## config.mk

```make
export PLATFORM = sky130hd
export DESIGN_NAME = fdci_seq
export DESIGN_NICKNAME = d
export VERILOG_FILES = /design/src/rtl/fdci_pkg.sv /design/src/rtl/fdci_seq.sv
export SDC_FILE = /design/constraint.sdc
export NUM_CORES = 1
export LEC_CHECK = 0
export BUFFER_PORTS_ARGS = -buffer_cell sky130_fd_sc_hd__buf_2
export CAP_MARGIN = 25
export CORE_MARGIN = 2
export CORE_UTILIZATION = 51
export CTS_CLUSTER_DIAMETER = 60
export DETAILED_ROUTE_END_ITERATION = 6
export PLACE_DENSITY = 0.8
export SYNTH_ARGS = -nofsm -noshare
export SYNTH_HDL_FRONTEND = slang
export SYNTH_SLANG_ARGS = --single-unit
```

## constraint.sdc

```tcl
create_clock -name clk_i -period 3.01 [get_ports clk_i]
set_input_delay 0.301 -clock clk_i [delete_from_list [all_inputs] [get_ports clk_i]]
set_output_delay 0.301 -clock clk_i [all_outputs]
set_load 0.01 [all_outputs]
```

## src/rtl/fdci_pkg.sv

```systemverilog
// shared types, constants and the microprogram of the fractional delay line
// no dependencies; used by fdci_seq, fdci_dp and the top level
package fdci_pkg;

  // configuration register widths and reset values
  localparam int DELAY_W    = 29;
  localparam int LENGTH_W   = 14;
  localparam int CFG_IDX_W  = 1;
  localparam int CFG_DATA_W = 29;
  localparam logic [LENGTH_W-1:0] LENGTH_RST = LENGTH_W'(8192);

  typedef enum logic [CFG_IDX_W-1:0] {
    CFG_DELAY  = 1'b0,
    CFG_LENGTH = 1'b1
  } cfg_idx_e;

  typedef struct packed {
    logic                  we;
    cfg_idx_e              idx;
    logic [CFG_DATA_W-1:0] data;
  } cfg_wr_t;

  // microprogram fields
  typedef enum logic [2:0] {
    RD_NONE,
    RD_I0,
    RD_I1,
    RD_I2,
    RD_I3
  } rd_sel_e;

  typedef enum logic [2:0] {
    LDB_NONE,
    LDB_B0,
    LDB_B1,
    LDB_B2,
    LDB_B3
  } ldb_e;

  typedef enum logic [2:0] {
    MUL_NONE,
    MUL_TT,
    MUL_DIV,
    MUL_WB0,
    MUL_XB1,
    MUL_YB2,
    MUL_ZB3,
    MUL_AT
  } mul_sel_e;

  typedef enum logic [3:0] {
    ALU_NONE,
    ALU_LEN,
    ALU_CLAMP,
    ALU_BASE,
    ALU_TT,
    ALU_Z,
    ALU_COEF,
    ALU_SUM_CLR,
    ALU_SUM_ADD,
    ALU_ACC_RND,
    ALU_DIFF,
    ALU_OUT
  } alu_op_e;

  typedef enum logic [1:0] {
    JMP_NEXT,
    JMP_SHORT,
    JMP_ALWAYS,
    JMP_DONE
  } jmp_e;

  localparam int PC_W     = 5;
  localparam int PROG_LEN = 17;
  localparam logic [PC_W-1:0] PC_ROUND  = PC_W'(14);
  localparam logic [PC_W-1:0] PC_LINEAR = PC_W'(16);

  typedef struct packed {
    rd_sel_e          rd;
    ldb_e             ldb;
    mul_sel_e         mul;
    alu_op_e          alu;
    jmp_e             jmp;
    logic [PC_W-1:0]  target;
  } ctrl_word_t;

  localparam ctrl_word_t CTRL_NOP = '{RD_NONE, LDB_NONE, MUL_NONE, ALU_NONE, JMP_NEXT, '0};

  // datapath status seen by the sequencer and the top level
  typedef struct packed {
    logic short_ring;
    logic out_blocked;
    logic clearing;
  } dp_status_t;

  function automatic ctrl_word_t uw(input rd_sel_e rd, input ldb_e ldb, input mul_sel_e mul,
                                    input alu_op_e alu, input jmp_e jmp,
                                    input logic [PC_W-1:0] target);
    ctrl_word_t w;
    w.rd     = rd;
    w.ldb    = ldb;
    w.mul    = mul;
    w.alu    = alu;
    w.jmp    = jmp;
    w.target = target;
    return w;
  endfunction

  // control store: one word per step
  function automatic ctrl_word_t ucode_rom(input logic [PC_W-1:0] pc);
    ctrl_word_t w;
    case (pc)
      PC_W'(0):  w = uw(RD_NONE, LDB_NONE, MUL_NONE, ALU_LEN,     JMP_NEXT,   '0);
      PC_W'(1):  w = uw(RD_NONE, LDB_NONE, MUL_NONE, ALU_CLAMP,   JMP_NEXT,   '0);
      PC_W'(2):  w = uw(RD_NONE, LDB_NONE, MUL_NONE, ALU_BASE,    JMP_NEXT,   '0);
      PC_W'(3):  w = uw(RD_I1,   LDB_NONE, MUL_TT,   ALU_NONE,    JMP_NEXT,   '0);
      PC_W'(4):  w = uw(RD_I2,   LDB_B1,   MUL_NONE, ALU_TT,      JMP_NEXT,   '0);
      PC_W'(5):  w = uw(RD_I0,   LDB_B2,   MUL_DIV,  ALU_NONE,    JMP_SHORT,  PC_LINEAR);
      PC_W'(6):  w = uw(RD_I3,   LDB_B0,   MUL_NONE, ALU_Z,       JMP_NEXT,   '0);
      PC_W'(7):  w = uw(RD_NONE, LDB_B3,   MUL_NONE, ALU_COEF,    JMP_NEXT,   '0);
      PC_W'(8):  w = uw(RD_NONE, LDB_NONE, MUL_WB0,  ALU_NONE,    JMP_NEXT,   '0);
      PC_W'(9):  w = uw(RD_NONE, LDB_NONE, MUL_XB1,  ALU_SUM_CLR, JMP_NEXT,   '0);
      PC_W'(10): w = uw(RD_NONE, LDB_NONE, MUL_YB2,  ALU_SUM_ADD, JMP_NEXT,   '0);
      PC_W'(11): w = uw(RD_NONE, LDB_NONE, MUL_ZB3,  ALU_SUM_ADD, JMP_NEXT,   '0);
      PC_W'(12): w = uw(RD_NONE, LDB_NONE, MUL_NONE, ALU_SUM_ADD, JMP_NEXT,   '0);
      PC_W'(13): w = uw(RD_NONE, LDB_NONE, MUL_NONE, ALU_ACC_RND, JMP_NEXT,   '0);
      PC_ROUND:  w = uw(RD_NONE, LDB_NONE, MUL_AT,   ALU_NONE,    JMP_NEXT,   '0);
      PC_W'(15): w = uw(RD_NONE, LDB_NONE, MUL_NONE, ALU_OUT,     JMP_DONE,   '0);
      PC_LINEAR: w = uw(RD_NONE, LDB_NONE, MUL_NONE, ALU_DIFF,    JMP_ALWAYS, PC_ROUND);
      default:   w = uw(RD_NONE, LDB_NONE, MUL_NONE, ALU_NONE,    JMP_DONE,   '0);
    endcase
    return w;
  endfunction

endpackage

```

## src/rtl/fdci_seq.sv

```systemverilog
// microcode sequencer: step counter, control store lookup, conditional jumps
// depends on fdci_pkg
module fdci_seq
  import fdci_pkg::*;
(
  input  logic       clk_i,
  input  logic       rst_ni,
  input  logic       start_i,
  input  dp_status_t status_i,
  output ctrl_word_t ctrl_o,
  output logic       idle_o
);

  typedef enum logic {
    SEQ_IDLE,
    SEQ_RUN
  } seq_state_e;

  seq_state_e      state_q;
  logic [PC_W-1:0] pc_q;
  ctrl_word_t      word;
  logic            stall;

  assign word   = ucode_rom(pc_q);
  // hold the last step until the output slot frees up
  assign stall  = (word.jmp == JMP_DONE) && status_i.out_blocked;
  assign ctrl_o = (state_q == SEQ_RUN && !stall) ? word : CTRL_NOP;
  assign idle_o = (state_q == SEQ_IDLE);

  always_ff @(posedge clk_i or negedge rst_ni) begin
    if (!rst_ni) begin
      state_q <= SEQ_IDLE;
      pc_q    <= '0;
    end else begin
      case (state_q)
        SEQ_IDLE: begin
          if (start_i) begin
            state_q <= SEQ_RUN;
            pc_q    <= '0;
          end
        end
        SEQ_RUN: begin
          if (!stall) begin
            case (word.jmp)
              JMP_NEXT:   pc_q <= pc_q + PC_W'(1);
              JMP_SHORT:  pc_q <= status_i.short_ring ? word.target : pc_q + PC_W'(1);
              JMP_ALWAYS: pc_q <= word.target;
              JMP_DONE:   state_q <= SEQ_IDLE;
              default:    state_q <= SEQ_IDLE;
            endcase
          end
        end
        default: state_q <= SEQ_IDLE;
      endcase
    end
  end

  a_pc_in_program: assert property (@(posedge clk_i) disable iff (!rst_ni)
    (state_q == SEQ_RUN) |-> (pc_q < PC_W'(PROG_LEN)))
    else $error("step counter left the program");

endmodule

```

# Yosys cells after proc, flatten, opt, wreduce, memory -nomap -nowiden
# Memories as Yosys holds them, arrays and structs flattened.
# Cells that the tools add are included.
[op_classes]
add_sub_neg = 1
n_eq_ne = 6
n_mux = 10
bitwise = 1
n_reduce_logical = 5
[op_table]
columns = ["op", "count"]
rows = [
  ["20-bit 2-to-1 mux", 1],
  ["5-bit 2-to-1 mux", 3],
  ["5-bit case mux with 3 select lines", 1],
  ["5-bit case mux with 2 select lines", 1],
  ["5-bit by 1-bit adder with 5-bit output (second input constant)", 1],
  ["2-bit equality test (second input constant)", 2],
  ["2-bit != test (second input constant)", 2],
  ["4-bit by 1-bit != test with 1-bit output (second input constant)", 1],
  ["1-bit 2-to-1 mux", 3],
  ["3-bit AND reduction", 1],
  ["2-bit by 1-bit equality test with 1-bit output (second input constant)", 1],
  ["1-bit logical AND", 2],
  ["2-bit logical NOT", 1],
  ["1-bit case mux with 2 select lines", 1],
  ["1-bit logical NOT", 1],
  ["1-bit NOT", 1],
]
[word_totals]
reg_bits = 6
romBits = 608
inputBits = 6
output_inout_bits = 21
wordCells = 26
memories = 1
[memory_table]
columns = ["name", "depth", "word_bits", "read_ports", "rd_clocked_by_memory_dff", "write_ports", "line_no", "source"]
rows = [
  ["(no name shown)", 32, 19, 1, 0, 0, "fdci_pkg.sv:112", "case (pc)"],
]

# Logic depth before layout (Yosys ltp)
# An unclocked memory read counts as a cell.
[logic_depth]
ltp_word = 6
ltp_mapped = 10
ltp_nobuf = 10

# Least setup slack after synthesis
# Ideal clock, no wire load.
[synth_path]
kind = "flip-flop to output port"
startpoint = "register pc_q[0]"
endpoint = "output port ctrl_o[17] in the netlist's numbering"
t_arrival_ps = 2675
t_required_ps = 2709
path_slack_ps = 34
stages_incl_launch_ff = 11
path_buffers = 2
cell_sequence = "dfrtp_1 ha_1 a31o_4 inv_2 a21oi_1 ha_1 a21bo_2 or2_1 clkbuf_1 nor4_1 buf_4"
[synth_rtl]
columns = ["element", "line_no", "source"]
rows = [
  ["start, declared", "fdci_seq.sv:20", "logic [PC_W-1:0] pc_q;"],
  ["start signal, assigned", "fdci_seq.sv:45", "JMP_NEXT: pc_q <= pc_q + PC_W'(1);"],
  ["start signal, assigned", "fdci_seq.sv:46", "JMP_SHORT: pc_q <= status_i.short_ring ? word.target : pc_q + PC_W'(1);"],
  ["start signal, assigned", "fdci_seq.sv:47", "JMP_ALWAYS: pc_q <= word.target;"],
  ["end, declared", "fdci_seq.sv:10", "output ctrl_word_t ctrl_o,"],
]

==> impl_metrics.yaml <==
outcome:
  status: "complete, no violations"
synth:
  synthArstFlopShare_pct: 100
  yosys-top-cells-count: "13 x nor2_1, 10 x ha_1, 10 x nand2_1"
  avgSynthCellArea_um2: 7.74
  synthCells: 123
  synthesis.nets: 139
  synth_top_cells_by_area: "dfrtp_1 16%, ha_1 13%, mux2i_1 5.3%"
  synth_largest_area_cell: "dfrtp_1"
  ys_types: 44
  synth_seq_cells: 6
  synth.top_cell.area_share_pct: 15.8
  ys.warnings.count: 0
  ys_seq_area_share_pct: 15.8
  netlist_area_um2: 952
  synth.most_common_cell: "nor2_1"
  synth_ff_type: "dfrtp_1"
  synth_edf_count: 0
worst_hold_path:
  hp-class: "primary input to flip-flop"
  hold_depth: 3
drt:
  first_iter_violations: 24
  antenna_left: 0
  wirelength_um: 2250
  dr.pass1.iters: 4
  drc_errors: 0
  vias: 945
  avgViaCountPerCell: 5.53
  routedWlPerCell_um: 13.2
global_routing:
  track_usage_pct: 22.7
  antenna_found_initial: 0
  grt_pass1_wl_um: 3550
  grt-ovfl-total: 0
  grt_pass1_vias: 822
  grt_max_degree: 15
placement:
  dp_hpwl_um: 1690
  port_buffers: 24
  gp_congestion: 0.881
floorplanning:
  die_width_um: 47.2
  core_um2: 1750
  fp-row-count: 15
  die-area_um2: 2230
  dieHeight_um: 47.2
  io_pins: 27
  start_util_pct: 54.6
setup_path:
  worstPathArrival_ns: 2.55
  required_ns: 2.71
  critPathCaptureType: "primary output"
  start_kind: "flip-flop"
  crit_type: "flip-flop to primary output"
  crit_fanout: 11
  worstRegToRegCells: 9
finish:
  area_delta_synth_final_pct: 18.1
  n_antenna_cell: 0
  num-fill-cells: 155
  drive_gt1_share_pct: 31.5
  num-nets-final: 164
cts:
  htree_num_levels: 1
  cts_inserted_buffers: 3
  path_clk_slew_ns: 0.04
  clock-sinks: 6
  cts_buffer_depth: 2
  clock_latency_ns: 0.24
  cts_tree: "built"
  cts-root-buf: "clkbuf_4"
power_and_ir_drop:
  p_per_area_nw_per_um2: 1150
  leakage_nw: 0.584
  vdd_drop_max_uv: 558
  power_mw: 1.29
timing:
  finalSetupTns_ns: 0
  setup_viol_count_final: 0
  rsz0062_at_grt: "no"
  finalHoldViolations: 0
  maxSlewViolCount: 0
  layout_worst_path_cycle_share_pct: 94.6
  finClkSkew_ns: 0.00133
  post-route-min-period_ns: 2.85
  fmax_mhz: 351
flow_run:
  maxCapViolCount: 0
timing repair:
item	4_1_cts	5_1_grt
hold buffers	1	0
endpoints found under the hold margin	6	0
endpoints found under the setup margin	0	4
gates resized for setup	0	5
setup buffers	0	0
power by group:
part	internal (mW)	total, mW	switching [mW]
Clock	0.0449	0.0707	0.0258
Combinational	0.452	1.03	0.582
Sequential	0.119	0.188	0.0691
layout by cell type, fill, tap and decap left out, types with 3 or more instances in the layout:
cell / netlist / final
a211oi_1: 3 / 3
ha_1: 10 / 8
nor2_1: 13 / 13
mux2i_1: 5 / 5
clkbuf_4: 0 / 3
inv_1: 7 / 6
o21ai_0: 6 / 6
nand3_1: 3 / 3
inv_2: 2 / 3
buf_4: 5 / 6
buf_2: 2 / 24
dfrtp_1: 6 / 6
a21oi_1: 9 / 9
nand2_1: 10 / 10
nor2b_1: 3 / 3
layer usage:
layer	track usage (%)	wire, um
met5	0	0
met3	2.31	58
met2	35.9	1060
met1	32.0	1110
met4	8.33	19
state kept, by name (all words and copies together), names as in the netlist:
name     count
pc_q         5
state_q      1
metrics by stage:
stage               hold slack (ns)  cell area (um2)  utilization [%]  worst slack (ns)  instances
floorplan                   0.00541              952                -            0.0339        123
global placement              0.121             1080             61.8             0.323        167
detailed placement            0.123             1080             61.8             0.276        167
CTS                           0.355             1110             63.7           0.00529        171
global route                  0.373             1120             64.4           0.00253        171
finish                        0.365             1120             64.4             0.161        171
critical path: stages (launching register included):
cell,delay (ns)
dfrtp_1,0.45
ha_2,0.24
a31o_4,0.27
inv_2,0.07
a21oi_1,0.11
ha_1,0.23
a21bo_2,0.21
or2_4,0.29
nor4b_1,0.27
buf_2,0.18
final cells by class:
cell class                 instances  area (um2)  area share [%]
tap                               25        31.3            2.78
multi-input combinational         97         712            63.3
clock buffer                       3        22.5            2.00
sequential                         6         150            13.3
timing repair buffer              31         175            15.6
inverter                           9        33.8            3.00
cell families (layout without fill, tap and decap cells):
group | after synthesis | after routing | share of synthesized area, %
buffers and inverters | 20 | 43 | 10.9
AND/OR/NAND/NOR | 42 | 42 | 24.6
other | 1 | 1 | 0.394
adder cells (fa/ha/maj) | 10 | 10 | 13.1
XOR/XNOR | 2 | 2 | 1.84
AO/OA/AOI/OAI | 37 | 37 | 28.1
flip-flops | 6 | 6 | 15.8
multiplexers | 5 | 5 | 5.26
path summary, 6_finish.rpt:
check / slack, ns / from / to
worst max-delay path: 0.16 / pc_q[1]$_DFFE_PN0P_ / ctrl_o[19]
worst min-delay path: 0.37 / start_i / state_q$_DFF_PN0_
worst max register to register: 0.48 / pc_q[1]$_DFFE_PN0P_ / pc_q[4]$_DFFE_PN0P_
worst min register to register: 0.64 / state_q$_DFF_PN0_ / state_q$_DFF_PN0_
max in group asynchronous: 2.44 / rst_ni / pc_q[1]$_DFFE_PN0P_
min in group asynchronous: 0.44 / rst_ni / pc_q[4]$_DFFE_PN0P_
Note: power is estimated with default switching activity, not from simulation.
